==> src/rtl/core/eae_pkg.sv <==
`timescale 1ns / 1ps

package eae_pkg;

	// note on during a running envelope goes through a forced release first
	localparam logic FORCED_RELEASE_ON = 1'b1;

	localparam int CNT_W = 20;
	localparam int LEN_W = 16;
	localparam int COEF_W = 31;
	localparam int LVL_W = 32;
	localparam int MUL_B_W = LVL_W + 1;
	localparam int PROD_W = (COEF_W + 1) + MUL_B_W;
	localparam int SUM_W = PROD_W - 30;
	localparam int OUT_LVL_W = LVL_W - 14;

	localparam logic [LVL_W-1:0] UNITY = 32'h4000_0000;
	localparam logic signed [MUL_B_W-1:0] RELEASE_TGT = -33'sd256;
	localparam logic signed [MUL_B_W-1:0] FORCED_TGT = -33'sd16777216;

	// register reset values
	localparam logic [LEN_W-1:0] DELAY_LENGTH_RST = 16'd0;
	localparam logic [LEN_W-1:0] HOLD_LENGTH_RST = 16'd0;
	localparam logic [COEF_W-1:0] SUSTAIN_LEVEL_RST = 31'd536870912;
	localparam logic [COEF_W-1:0] ATTACK_COEF_RST = 31'd1063004405;
	localparam logic [COEF_W-1:0] ATTACK_STEP_RST = 31'd16777216;
	localparam logic [COEF_W-1:0] DECAY_COEF_RST = 31'd1063004405;
	localparam logic [COEF_W-1:0] RELEASE_COEF_RST = 31'd1063004405;
	localparam logic [COEF_W-1:0] FORCED_COEF_RST = 31'd1000000000;

	typedef enum logic [2:0] {
		REG_DELAY_LENGTH  = 3'd0,
		REG_HOLD_LENGTH   = 3'd1,
		REG_SUSTAIN_LEVEL = 3'd2,
		REG_ATTACK_COEF   = 3'd3,
		REG_ATTACK_STEP   = 3'd4,
		REG_DECAY_COEF    = 3'd5,
		REG_RELEASE_COEF  = 3'd6,
		REG_FORCED_COEF   = 3'd7
	} reg_idx_t;

	typedef enum logic [1:0] {
		CMD_SAMPLE   = 2'd0,
		CMD_NOTE_ON  = 2'd1,
		CMD_NOTE_OFF = 2'd2,
		CMD_UNUSED   = 2'd3
	} cmd_t;

	typedef enum logic [1:0] {
		OP_SAMPLE,
		OP_NOTE_ON,
		OP_NOTE_OFF,
		OP_NONE
	} op_t;

	typedef enum logic [7:0] {
		PH_IDLE    = 8'b0000_0001,
		PH_DELAY   = 8'b0000_0010,
		PH_ATTACK  = 8'b0000_0100,
		PH_HOLD    = 8'b0000_1000,
		PH_DECAY   = 8'b0001_0000,
		PH_SUSTAIN = 8'b0010_0000,
		PH_RELEASE = 8'b0100_0000,
		PH_FORCED  = 8'b1000_0000
	} phase_t;

	typedef struct packed {
		op_t                op;
		logic signed [15:0] sample;
	} item_t;

	typedef struct packed {
		logic [LEN_W-1:0]  delay_length;
		logic [LEN_W-1:0]  hold_length;
		logic [COEF_W-1:0] sustain_level;
		logic [COEF_W-1:0] attack_coef;
		logic [COEF_W-1:0] attack_step;
		logic [COEF_W-1:0] decay_coef;
		logic [COEF_W-1:0] release_coef;
		logic [COEF_W-1:0] forced_coef;
	} cfg_t;

	// one beat handed from the envelope stage to the output stage
	typedef struct packed {
		logic signed [OUT_LVL_W-1:0] lvl;
		logic signed [15:0]          sample;
		logic                        active;
		logic                        sustaining;
	} res_t;

endpackage

==> src/rtl/core/eae_front.sv <==
`timescale 1ns / 1ps

module eae_front import eae_pkg::*; (
	input  logic        clk,
	input  logic        arst_n,
	input  logic        in_valid,
	output logic        in_stall,
	input  logic [1:0]  cmd,
	input  logic [15:0] sample_in,
	output logic        q_valid,
	output item_t       q_item,
	input  logic        q_pop
);

	item_t      mem_q [2];
	logic       wr_ptr_q;
	logic       rd_ptr_q;
	logic [1:0] cnt_q;
	item_t      cls;
	logic       push;

	// decode the command into an operation
	always_comb begin
		cls.sample = sample_in;
		unique case (cmd)
			CMD_SAMPLE:   cls.op = OP_SAMPLE;
			CMD_NOTE_ON:  cls.op = OP_NOTE_ON;
			CMD_NOTE_OFF: cls.op = OP_NOTE_OFF;
			default:      cls.op = OP_NONE;
		endcase
	end

	assign in_stall = (cnt_q == 2'd2);
	assign push     = in_valid && !in_stall;
	assign q_valid  = (cnt_q != 2'd0);
	assign q_item   = mem_q[rd_ptr_q];

	// store the beat
	always_ff @(posedge clk) begin
		if (push) begin
			mem_q[wr_ptr_q] <= cls;
		end
	end

	// advance pointers and fill count
	always_ff @(posedge clk or negedge arst_n) begin
		if (!arst_n) begin
			wr_ptr_q <= 1'b0;
			rd_ptr_q <= 1'b0;
			cnt_q    <= 2'd0;
		end else begin
			if (push) begin
				wr_ptr_q <= !wr_ptr_q;
			end
			if (q_pop) begin
				rd_ptr_q <= !rd_ptr_q;
			end
			priority if (push && !q_pop) begin
				cnt_q <= cnt_q + 2'd1;
			end else if (q_pop && !push) begin
				cnt_q <= cnt_q - 2'd1;
			end
		end
	end

endmodule

==> config.mk <==
export PLATFORM = sky130hd
export DESIGN_NAME = eae_front
export DESIGN_NICKNAME = d
export VERILOG_FILES = /design/src/rtl/core/eae_pkg.sv /design/src/rtl/core/eae_front.sv
export SDC_FILE = /design/constraint.sdc
export NUM_CORES = 1
export LEC_CHECK = 0
export CORE_UTILIZATION = 40
export CTS_BUF_LIST = sky130_fd_sc_hd__clkbuf_8
export DETAILED_ROUTE_END_ITERATION = 8
export DONT_BUFFER_PORTS = 1
export SYNTH_ARGS = -nofsm -noshare
export SYNTH_HDL_FRONTEND = slang
export SYNTH_SLANG_ARGS = --single-unit
==> constraint.sdc <==
create_clock -name clk -period 1.7 [get_ports clk]
set_input_delay 0.17 -clock clk [delete_from_list [all_inputs] [get_ports clk]]
set_output_delay 0.17 -clock clk [all_outputs]
set_load 0.02 [all_outputs]
==> impl_metrics.ini <==
[floorplan]
core_area_mm2 = 0.00369
die_height_um = 64.3
floorplan.rows = 22
die-area_mm2 = 0.00414
initial_utilization = 0.421
fp.dieW_um = 64.3
floorplan.io_pins = 42

[clock_tree]
cts_root_buf = sky130_fd_sc_hd__clkbuf_8
clock_path_buffers = 2
htree_num_levels = 2
tritoncts.num_buffers = 5
tritoncts_clock_tree = built
cts.repair.resized = 0
clock_sink_count = 40
postCtsSetupRepairBufs = 0
clock_latency_ps = 290
cts.reportedPaths.clkPinSlew_ps = 70

[detailed_routing]
finalWirelength_mm = 2.37
drt-vias-per-instance = 4.68
vias = 711
drt-initial-drc-count = 42
detailed_route_drc_error_count = 0
wire_per_inst_um = 15.6
drtAntennaViolNets = 0
detail_route.first_pass.iterations = 2

[sta]
fin_setup_tns_ps = 0
final.min_clock_period_ps = 1570
max_slew.worst_pin.slew_ps = 285
max_slew_vio_count = 0
whs_ps = 116
maxClockFrequency_mhz = 635
max-slew-margin-rel = 0.810
setup-violations-final = 0
final.setup_skew_ps = 6.74
grt_setup_unrepaired = false
final_hold_viol_count = 0
final.period_utilization = 0.926

[setup_path]
critical_path.cell_chain = buf_4 -> mux2_2
critical_path_buf_inv_count = 1
crit_required_ps = 1530
setup.worst_path.start_class = flip-flop
timing.critical_path.max_delay_family = multiplexers
critPathMaxStageDelay_ps = 440
arrival_ps = 1400
path_class = flip-flop to output port
crit_path_top_delay_cell = sky130_fd_sc_hd__mux2_2
crit_fanout = 18
endpoint_kind = output port

[grt]
met3_usage = 0.0393
met2_usage = 0.234
grt_util_all_layers = 0.130
grt_util_met1 = 0.132
vias_in_the_first_global_route = 816
antenna_found_initial = 0
grt_max_degree = 19
globalRoute.busiestLayer = met2
grt_overflow_total = 0
grt_first_pass_wirelength_mm = 3.91

[logic_synthesis]
synthesis.area_mm2 = 0.00155
synth_fp_nets = 100
dominant_combinational_cell_family_by_area_after_synthesis = multiplexers
post_synth.cell_area_avg_um2 = 20.2
synth_fa_ha_area_frac = 0.00805
synth_area_in_compound_gates = 0
postSynthCellCount = 77
post_synth_num_cell_types = 16
ys_seq_elements = 40
post_synth_xor_area_fraction = 0.0282
synth-seq-area-share = 0.760
yosysWarnings = 0
post_synth_mux_area_share = 0.152
simple_gate_area_share_of_the_yosys_netlist = 0.0193

[job]
maxCapViolCount = 0

[finish]
fillers = 324
drive_above_1_share = 0.279
final_util = 0.517
num_antenna_cells = 0
post_layout_nonfiller_instances = 152
design_area_mm2 = 0.00191
multi_input_comb_area_um2 = 325
ff_latch_area_mm2 = 0.00118
layout-area-overhead-vs-synth_pct = 22.7
fin_nets = 126

[power]
internal_power_mw = 2.20
power.share.switching = 0.319
max-vdd-ir-drop_uv = 754
seq_power_share = 0.447
proportion_of_power_drawn_by_the_clock_network = 0.225
power_density_mw_per_mm2 = 1690
power.combinational.fraction = 0.328
power_leakage_nw = 0.706
switching_power_mw = 1.03

[place]
place_inst = 124
place.port_buffers = 0
finalWeightedCongestion = 0.543
dpl_cell_area_mm2 = 0.00160

[hold_path]
hold_path.class = input port to flip-flop

[outcome]
run_status = finished, final reports clean
==> state kept, by name, summed over array words and instances, names as in the netlist <==
signal,count
mem_q,36
cnt_q,2
rd_ptr_q,1
wr_ptr_q,1
==> layer usage <==
metal / wire (µm) / vias up
met1: 876 / 352
li1: - / 333
met3: 129 / 4
met2: 1320 / 22
met5: 0 / -
met4: 36 / 0
==> timing repair <==
item | 4_1_cts | 5_1_grt
hold buffers | 20 | 0
hold endpoints to repair | 41 | 0
setup endpoints to repair | 0 | 0
==> synthesized netlist by cell type <==
master | number | area [µm²]
sky130_fd_sc_hd__buf_6 | 1 | 11.3
sky130_fd_sc_hd__xnor2_1 | 2 | 17.5
sky130_fd_sc_hd__dfrtp_1 | 4 | 100
sky130_fd_sc_hd__xor2_1 | 3 | 26.3
sky130_fd_sc_hd__or2_2 | 1 | 6.26
sky130_fd_sc_hd__nand2_1 | 1 | 3.75
sky130_fd_sc_hd__buf_12 | 1 | 20.0
sky130_fd_sc_hd__inv_1 | 3 | 11.3
sky130_fd_sc_hd__clkbuf_1 | 2 | 7.51
sky130_fd_sc_hd__mux2_4 | 9 | 135
sky130_fd_sc_hd__nand2b_1 | 1 | 6.26
sky130_fd_sc_hd__edfxtp_1 | 36 | 1080
sky130_fd_sc_hd__nor2_1 | 2 | 7.51
sky130_fd_sc_hd__and3_1 | 1 | 6.26
sky130_fd_sc_hd__mux2_2 | 9 | 101
sky130_fd_sc_hd__ha_1 | 1 | 12.5
==> logic make-up (layout without fill, tap and decap cells) <==
group                    after synthesis  count (layout)
multiplexers                          18              18
buffers and inverters                  7              34
AND/OR/NAND/NOR                        6               6
adder cells (fa/ha/maj)                1               1
XOR/XNOR                               5               5
flip-flops                            40              40
==> stage by stage <==
stage	power, mW	setup slack [ps]
2_1_floorplan	2.40	195
3_3_place_gp	2.47	317
3_5_place_dp	2.51	172
4_1_cts	3.28	92.8
5_1_grt	3.40	47.4
6_report	3.23	126
==> placed cells by master, fill, tap and decap left out <==
cell type | netlist | layout
sky130_fd_sc_hd__xor2_1 | 3 | 3
sky130_fd_sc_hd__dfrtp_1 | 4 | 4
sky130_fd_sc_hd__xnor2_1 | 2 | 2
sky130_fd_sc_hd__nand2b_1 | 1 | 1
sky130_fd_sc_hd__inv_1 | 3 | 3
sky130_fd_sc_hd__mux2_4 | 9 | 9
sky130_fd_sc_hd__ha_1 | 1 | 1
sky130_fd_sc_hd__and3_1 | 1 | 1
sky130_fd_sc_hd__edfxtp_1 | 36 | 36
sky130_fd_sc_hd__or2_2 | 1 | 1
sky130_fd_sc_hd__clkbuf_8 | 0 | 5
sky130_fd_sc_hd__bufinv_16 | 0 | 1
sky130_fd_sc_hd__nor2_1 | 2 | 1
sky130_fd_sc_hd__mux2_2 | 9 | 9
sky130_fd_sc_hd__nand2_1 | 1 | 1
sky130_fd_sc_hd__dlygate4sd3_1 | 0 | 20
sky130_fd_sc_hd__buf_4 | 0 | 3
sky130_fd_sc_hd__nor2_2 | 0 | 1
sky130_fd_sc_hd__clkinv_1 | 0 | 2
==> final timing paths <==
| path | start | endpoint | slack (ps) | depth (start not counted) |
|---|---|---|---|---|
| min in group asynchronous | arst_n | rd_ptr_q$_DFFE_PN0P_ | 150 | 1 |
| setup reg to reg | cnt_q[0]$_DFFE_PN0P_ | cnt_q[1]$_DFFE_PN0P_ | 190 | 6 |
| hold / removal | in_valid | wr_ptr_q$_DFFE_PN0N_ | 120 | 2 |
| max in group asynchronous | arst_n | wr_ptr_q$_DFFE_PN0N_ | 1370 | 1 |
| setup / recovery | rd_ptr_q$_DFFE_PN0P_ | q_item[16] | 130 | 2 |
| hold reg to reg | rd_ptr_q$_DFFE_PN0P_ | rd_ptr_q$_DFFE_PN0P_ | 480 | 1 |
==> power by group through the flow <==
stage	Clock [mW]	Sequential (mW)	Combinational [mW]
detailed placement	0	1.46	1.05
finish	0.726	1.44	1.06
floorplan	0	1.44	0.957
CTS	0.747	1.44	1.09
global route	0.791	1.47	1.14
global placement	0	1.45	1.02
==> final cells by class <==
cell class              instances  area share
clock buffers                   5      0.0361
clock inverters                 3      0.0197
inverters                       3     0.00591
multi-input cells              30       0.171
flip-flops and latches         40       0.619
well taps                      48      0.0315
repair buffers                 23       0.117
(Power assumes the default switching activity.)
