## src/rtl/core/eae_pkg.sv

```systemverilog
`timescale 1ns / 1ps

package eae_pkg;

	// note on during a running envelope goes through a forced release first
	localparam logic FORCED_RELEASE_ON = 1'b1;

	localparam int CNT_W = 20;
	localparam int LEN_W = 16;
	localparam int COEF_W = 31;
	localparam int LVL_W = 32;
	localparam int MUL_B_W = LVL_W + 1;
	localparam int PROD_W = (COEF_W + 1) + MUL_B_W;
	localparam int SUM_W = PROD_W - 30;
	localparam int OUT_LVL_W = LVL_W - 14;

	localparam logic [LVL_W-1:0] UNITY = 32'h4000_0000;
	localparam logic signed [MUL_B_W-1:0] RELEASE_TGT = -33'sd256;
	localparam logic signed [MUL_B_W-1:0] FORCED_TGT = -33'sd16777216;

	// register reset values
	localparam logic [LEN_W-1:0] DELAY_LENGTH_RST = 16'd0;
	localparam logic [LEN_W-1:0] HOLD_LENGTH_RST = 16'd0;
	localparam logic [COEF_W-1:0] SUSTAIN_LEVEL_RST = 31'd536870912;
	localparam logic [COEF_W-1:0] ATTACK_COEF_RST = 31'd1063004405;
	localparam logic [COEF_W-1:0] ATTACK_STEP_RST = 31'd16777216;
	localparam logic [COEF_W-1:0] DECAY_COEF_RST = 31'd1063004405;
	localparam logic [COEF_W-1:0] RELEASE_COEF_RST = 31'd1063004405;
	localparam logic [COEF_W-1:0] FORCED_COEF_RST = 31'd1000000000;

	typedef enum logic [2:0] {
		REG_DELAY_LENGTH  = 3'd0,
		REG_HOLD_LENGTH   = 3'd1,
		REG_SUSTAIN_LEVEL = 3'd2,
		REG_ATTACK_COEF   = 3'd3,
		REG_ATTACK_STEP   = 3'd4,
		REG_DECAY_COEF    = 3'd5,
		REG_RELEASE_COEF  = 3'd6,
		REG_FORCED_COEF   = 3'd7
	} reg_idx_t;

	typedef enum logic [1:0] {
		CMD_SAMPLE   = 2'd0,
		CMD_NOTE_ON  = 2'd1,
		CMD_NOTE_OFF = 2'd2,
		CMD_UNUSED   = 2'd3
	} cmd_t;

	typedef enum logic [1:0] {
		OP_SAMPLE,
		OP_NOTE_ON,
		OP_NOTE_OFF,
		OP_NONE
	} op_t;

	typedef enum logic [7:0] {
		PH_IDLE    = 8'b0000_0001,
		PH_DELAY   = 8'b0000_0010,
		PH_ATTACK  = 8'b0000_0100,
		PH_HOLD    = 8'b0000_1000,
		PH_DECAY   = 8'b0001_0000,
		PH_SUSTAIN = 8'b0010_0000,
		PH_RELEASE = 8'b0100_0000,
		PH_FORCED  = 8'b1000_0000
	} phase_t;

	typedef struct packed {
		op_t                op;
		logic signed [15:0] sample;
	} item_t;

	typedef struct packed {
		logic [LEN_W-1:0]  delay_length;
		logic [LEN_W-1:0]  hold_length;
		logic [COEF_W-1:0] sustain_level;
		logic [COEF_W-1:0] attack_coef;
		logic [COEF_W-1:0] attack_step;
		logic [COEF_W-1:0] decay_coef;
		logic [COEF_W-1:0] release_coef;
		logic [COEF_W-1:0] forced_coef;
	} cfg_t;

	// one beat handed from the envelope stage to the output stage
	typedef struct packed {
		logic signed [OUT_LVL_W-1:0] lvl;
		logic signed [15:0]          sample;
		logic                        active;
		logic                        sustaining;
	} res_t;

endpackage

```

## src/rtl/core/eae_out.sv

```systemverilog
`timescale 1ns / 1ps

module eae_out import eae_pkg::*; (
	input  logic        clk,
	input  logic        arst_n,
	input  logic        vld_s1,
	input  res_t        res_s1,
	output logic        s2_ready,
	output logic        out_valid,
	input  logic        out_stall,
	output logic [15:0] sample_out,
	output logic        active,
	output logic        sustaining
);

	localparam int P_W = OUT_LVL_W + 16;

	logic signed [P_W-1:0] prod;
	logic                  vld_s2;
	logic [15:0]           sample_s2;
	logic                  active_s2;
	logic                  sust_s2;

	assign s2_ready = !vld_s2 || !out_stall;

	// scale the sample by the level, keep bits 31:16
	assign prod = res_s1.lvl * res_s1.sample;

	always_ff @(posedge clk or negedge arst_n) begin
		if (!arst_n) begin
			vld_s2 <= 1'b0;
		end else if (s2_ready) begin
			vld_s2 <= vld_s1;
		end
	end

	// hold the output beat while stalled
	always_ff @(posedge clk) begin
		if (s2_ready && vld_s1) begin
			sample_s2 <= prod[31:16];
			active_s2 <= res_s1.active;
			sust_s2   <= res_s1.sustaining;
		end
	end

	assign out_valid  = vld_s2;
	assign sample_out = sample_s2;
	assign active     = active_s2;
	assign sustaining = sust_s2;

endmodule

```

## config.mk

```make
export PLATFORM = sky130hd
export DESIGN_NAME = eae_out
export DESIGN_NICKNAME = d
export VERILOG_FILES = /design/src/rtl/core/eae_pkg.sv /design/src/rtl/core/eae_out.sv
export SDC_FILE = /design/constraint.sdc
export NUM_CORES = 1
export LEC_CHECK = 0
export ABC_AREA = 1
export BUFFER_PORTS_ARGS = -buffer_cell sky130_fd_sc_hd__buf_4
export CAP_MARGIN = 20
export CORE_UTILIZATION = 59
export DETAILED_ROUTE_END_ITERATION = 7
export PLACE_DENSITY = 0.88
export SLEW_MARGIN = 10
export SYNTH_ARGS = -nofsm -noshare
export SYNTH_HDL_FRONTEND = slang
export SYNTH_SLANG_ARGS = --single-unit
export TNS_END_PERCENT = 50
```

## constraint.sdc

```tcl
create_clock -name clk -period 1.7 [get_ports clk]
set_input_delay 0.255 -clock clk [delete_from_list [all_inputs] [get_ports clk]]
set_output_delay 0.255 -clock clk [all_outputs]
set_load 0.02 [all_outputs]
```

==> results of run 1 <==
[Yosys cell counts, types with 2 or more instances]
master    count  area [sq um]
nand2_2       5          31.3
nand4_1       4          25.0
fa_1        275          5510
ha_1         80          1000
xnor2_1       3          26.3
nand3_2       2          20.0
a21boi_0      3          22.5
nand3_1      31           155
or2_2         4          25.0
a21oi_1      27           135
edfxtp_1     18           541
xor2_1        6          52.6
nor3_1        6          30.0
nand2_1     431          1620
buf_1         3          11.3
inv_1       511          1920
o21ai_0      12          60.1
buf_2         3          15.0
nand3b_1      2          15.0
nor2_1       57           214
clkbuf_1     53           199
o21bai_1      9          67.6
[area by class of cell]
type	instances	share of cell area, %
repair buffers	188	12.2
clock buffers	3	0.511
clock inverters	1	0.0341
well taps	265	2.26
flip-flops and latches	19	3.85
inverters	511	13.2
multi-input cells	963	68.0
[sequential cells by signal, indices dropped and copies added (netlist names)]
register	cells
active	1
out_valid	1
sustaining	1
sample_out	16
[kinds of logic (layout without fill, tap and decap cells)]
kind of cell               Yosys count  after routing  share of synthesized area (%)
DFF                                 19             19                           4.81
and+or+nand+nor                    545            545                           18.3
xor gates and xnor gates             9              9                          0.670
adders and majority gates          355            355                           55.3
AOI/OAI and AO/OA                   54             54                           2.60
buffers and inverters              572            703                           18.3
[worst register-to-register path, delay by kind of cell, from the launching register on]
family / cells / cell delay, ns
buffers and inverters: 1 / 0.29
AO/OA/AOI/OAI: 1 / 0.22
flip-flops: 1 / 0.40
[routing by layer]
layer	track usage [%]	part of all wire, %	up-vias
li1	-	-	4582
met1	35.3	31	5283
met2	65.2	51	751
met3	4.86	8.2	321
met4	23.0	9.4	2
met5	0	0.049	-
[stage by stage]
stage / instance area (sq um) / std cells / hold slack (ns)
4_1_cts: 14200 / 1945 / 0.177
2_1_floorplan: 12600 / 1554 / -0.0406
6_report: 14700 / 1950 / 0.182
3_5_place_dp: 13600 / 1924 / 0.0326
5_1_grt: 14700 / 1950 / 0.184
3_3_place_gp: 13600 / 1924 / 0.0303
[worst max path at each step]
stage / start / to / depth (start not counted)
floorplan: res_s1[5] / sample_out[15] / 23
detailed placement: res_s1[35] / sample_out[13] / 18
finish: res_s1[6] / sample_out[5] / 25
global placement: res_s1[17] / sample_out[13] / 21
global route: res_s1[6] / sample_out[5] / 25
CTS: res_s1[35] / sample_out[13] / 19
[timing repair]
action,in CTS,in global routing
gates resized for setup,112,140
endpoints found under the hold margin,1,0
hold buffers,1,0
cloned,3,0
setup buffers,13,5
endpoints found under the setup margin,16,16
pin swaps,77,82
==> impl_metrics.json, run 1 <==
{
  "clock_path_buffers": 2,
  "synth_cells": 1554,
  "synth_warnings": 0,
  "vias": 10939,
  "path_max_fanout": 9,
  "row_count": 51,
  "filler_cell_count": 1181,
  "end_kind": "flip-flop",
  "root_buffer": "clkbuf_16",
  "grt_use_total_pct": 34.5,
  "diodes": 0,
  "critical_path_class": "in -> reg",
  "synth_area_sq_mm": 0.0118,
  "r2r_end": "sample_out[7]",
  "die_area_sq_mm": 0.0205,
  "finish.net_count": 2081,
  "critPathTopFamily": "adder cells",
  "cts_made_buffers": 3,
  "layout_setup_ws_ns": -3.60,
  "regArea_sq_um": 566,
  "ant_nets": 0,
  "critical-path-max-stage-delay_ns": 0.55,
  "num_io_pins": 60,
  "htree_levels": 1,
  "slew_headroom_pct": 71.9,
  "drive_gt1_share_pct": 25.3,
  "totalWireLength_um": 36900,
  "synth.distinct_cells": 31,
  "clkTransAtPathRegs_ns": 0.05,
  "skew_ns": 0.00128,
  "ff2ff_setup_slack_ns": 0.48,
  "die_h_um": 143,
  "post-dp-hpwl_um": 26400,
  "period_share_pct": 312,
  "reg2reg_depth": 2,
  "floorplan.initialDensity_pct": 60.3,
  "syn2layout_area_growth_pct": 24.8,
  "final_cell_mix": "451 x inv_1, 385 x nand2_1, 248 x fa_1",
  "rsz0062_at_grt": "yes",
  "worstPathArrival_ns": 5.36,
  "ys.flop_type": "edfxtp_1",
  "finalHoldViolations": 0,
  "grt_pass1_vias": 11672,
  "worst_pin_slew_ns": 0.422,
  "cts_tree": "done",
  "gr-total-overflow": 0,
  "fmax_mhz": 189,
  "fp.coreArea_sq_mm": 0.0195,
  "hold-path-endpoint": "sustaining",
  "min_from": "res_s1[0]",
  "start_kind": "input pin",
  "status": "complete, but fails checks",
  "grt_max_degree": 18,
  "seq_area_frac_synth_pct": 4.81,
  "final_common_cell": "inv_1",
  "crit_buf_inv": 8,
  "dp_worst_setup_slack_ns": -3.65,
  "drc": 0,
  "hold_depth": 1,
  "min_path_type": "in -> reg",
  "multiInputGateArea_sq_mm": 0.00999,
  "drt_iter0_markers": 1028,
  "grt_pass1_wl_um": 54000,
  "synth_nets": 1949,
  "clock_latency_ns": 0.25,
  "tns_ns": -54.43,
  "async_flop_share_pct": 5.26,
  "period_minus_slack_ns": 5.30,
  "failed_checks": "setup timing",
  "wl_per_cell_um": 18.9,
  "die_x_um": 143,
  "synth_edf_count": 18,
  "final_util_pct": 75.2,
  "io_buffer_count": 59,
  "ys_ff_latch": 19,
  "slew_viol_final": 0,
  "viasPerCell": 5.61,
  "antenna_found_initial": 1,
  "setup_violations": 16,
  "maxCapViolCount": 0,
  "dr.pass1.iters": 6,
  "clock_sinks": 19,
  "syn_area_per_cell_sq_um": 7.57,
  "gp_congestion": 0.921,
  "required_ns": 1.76,
  "crit_slowest_cell": "fa_1",
  "timing.rr.start": "out_valid"
}
Power of run 1 is left out: the tool's default activity adds up to more than one toggle a clock period on the data nets, which glitch-free logic cannot reach.
==> inputs of run 2 (changes only) <==
- BUFFER_PORTS_ARGS: -buffer_cell sky130_fd_sc_hd__buf_4 -> unset
- CORE_UTILIZATION: 59 -> 62
- DONT_BUFFER_PORTS: unset -> 1
- PLACE_DENSITY: 0.88 -> 0.89
==> run 2 against run 1 <==
Net effect: the flow still finishes with violations (setup timing); fmax increased by 8.8%; cell area decreased by 11%; non-clock buffer count decreased by 110; die area decreased by 4.8%; clock skew increased by 0.0015 ns; utilization decreased by 4.7 points.
==> impl_metrics.json, run 2 (synthesized netlist as in run 1, its figures left out) <==
{
  "htree_levels": 1,
  "path_max_fanout": 10,
  "grt_pass1_wl_um": 49100,
  "slew_viol_final": 0,
  "diodes": 0,
  "totalWireLength_um": 28700,
  "clock_sinks": 19,
  "failed_checks": "setup timing",
  "wl_per_cell_um": 15.8,
  "period_minus_slack_ns": 4.87,
  "antenna_found_initial": 0,
  "path_cells": "clkinvlp_4 -> buf_12 -> or2_4 -> fa_1 -> fa_1 -> inv_2 -> fa_1 -> fa_1 -> fa_1 -> inv_1 -> fa_1 -> inv_2 -> ha_4 -> nand2_4 -> nor3_1 -> nand3_1 -> nand3_1 -> nand2_1",
  "gr-total-overflow": 0,
  "drc": 0,
  "worst_pin_slew_ns": 0.344,
  "clock_latency_ns": 0.25,
  "critPathTopFamily": "adder cells",
  "status": "complete, but fails checks",
  "floorplan.initialDensity_pct": 63.1,
  "final_common_cell": "inv_1",
  "final_cell_mix": "487 x inv_1, 404 x nand2_1, 264 x fa_1",
  "finalHoldViolations": 0,
  "largest_register_ffs": 16,
  "fmax_mhz": 205,
  "die_x_um": 140,
  "required_ns": 1.69,
  "maxCapViolCount": 0,
  "gp_congestion": 0.954,
  "drt_iter0_markers": 529,
  "viasPerCell": 5.34,
  "min_path_type": "in -> reg",
  "syn2layout_area_growth_pct": 11.7,
  "tns_ns": -49.90,
  "clock_path_buffers": 2,
  "period_share_pct": 287,
  "cts_tree": "done",
  "rsz0062_at_grt": "yes",
  "skew_ns": 0.00281,
  "dr.pass1.iters": 5,
  "finish.net_count": 1971,
  "row_count": 50,
  "grt_use_total_pct": 31.8,
  "io_buffer_count": 0,
  "fp.coreArea_sq_mm": 0.0186,
  "ant_nets": 0,
  "crit_top_cell": "fa_1",
  "vias": 9663,
  "crit_slowest_cell": "fa_1",
  "worstPathArrival_ns": 4.86,
  "post-dp-hpwl_um": 24600,
  "setup_violations": 16,
  "crit_buf_inv": 5,
  "dp_worst_setup_slack_ns": -3.57,
  "drive_gt1_share_pct": 14.2,
  "cts_made_buffers": 3,
  "whs_ns": 0.100,
  "critical-path-max-stage-delay_ns": 0.51,
  "clkTransAtPathRegs_ns": 0.05,
  "num_io_pins": 60,
  "critical_path_class": "in -> reg",
  "die_area_sq_mm": 0.0195,
  "grt_pass1_vias": 10820,
  "die_h_um": 140,
  "slew_headroom_pct": 76.9,
  "end_kind": "flip-flop",
  "root_buffer": "clkbuf_16",
  "start_kind": "input pin",
  "layout_setup_ws_ns": -3.17,
  "grt_max_degree": 21
}
[run 2: cell type report]
cell class	instances	area (sq um)
clock buffers	4	78.8
multi-input cells	963	9670
repair buffers	78	617
flip-flops and latches	19	566
well taps	234	293
inverters	511	1920
fillers	1386	5500
[run 2: metal layers]
layer  wire length [um]  global-route usage, %  vias to the layer above
met2              15400                   60.1                      393
li1                   -                      -                     4355
met1               9890                   35.3                     4766
met3               1680                   3.06                      149
met4               1680                   16.2                        0
met5                  0                      0                        -
[run 2: path summary, 6_finish.rpt]
kind,startpoint,endpoint,slack (ns),cells after the start
min reg2reg,out_valid,out_valid,0.84,2
max in group asynchronous,arst_n,out_valid,1.37,1
min,res_s1[0],sustaining,0.10,0
min in group asynchronous,arst_n,out_valid,0.22,1
max,res_s1[17],sample_out[11],-3.17,18
max reg2reg,out_valid,sample_out[1],0.47,2
[run 2: per-stage QoR]
step / instances / util [%] / cell area [sq um]
after detailed placement: 1796 / 68.5 / 12800
after global routing: 1809 / 70.5 / 13100
after floorplan: 1554 / - / 12600
final: 1809 / 70.5 / 13100
after CTS: 1806 / 69.8 / 13000
after global placement: 1796 / 68.5 / 12800
[run 2: what timing repair did]
action,in CTS,in global routing
hold buffers,1,0
buffers inserted,5,3
endpoints found under the setup margin,16,16
hold endpoints to repair,1,0
pin swaps,26,18
gates resized for setup,37,38
Power of run 2 is left out for the same reason.
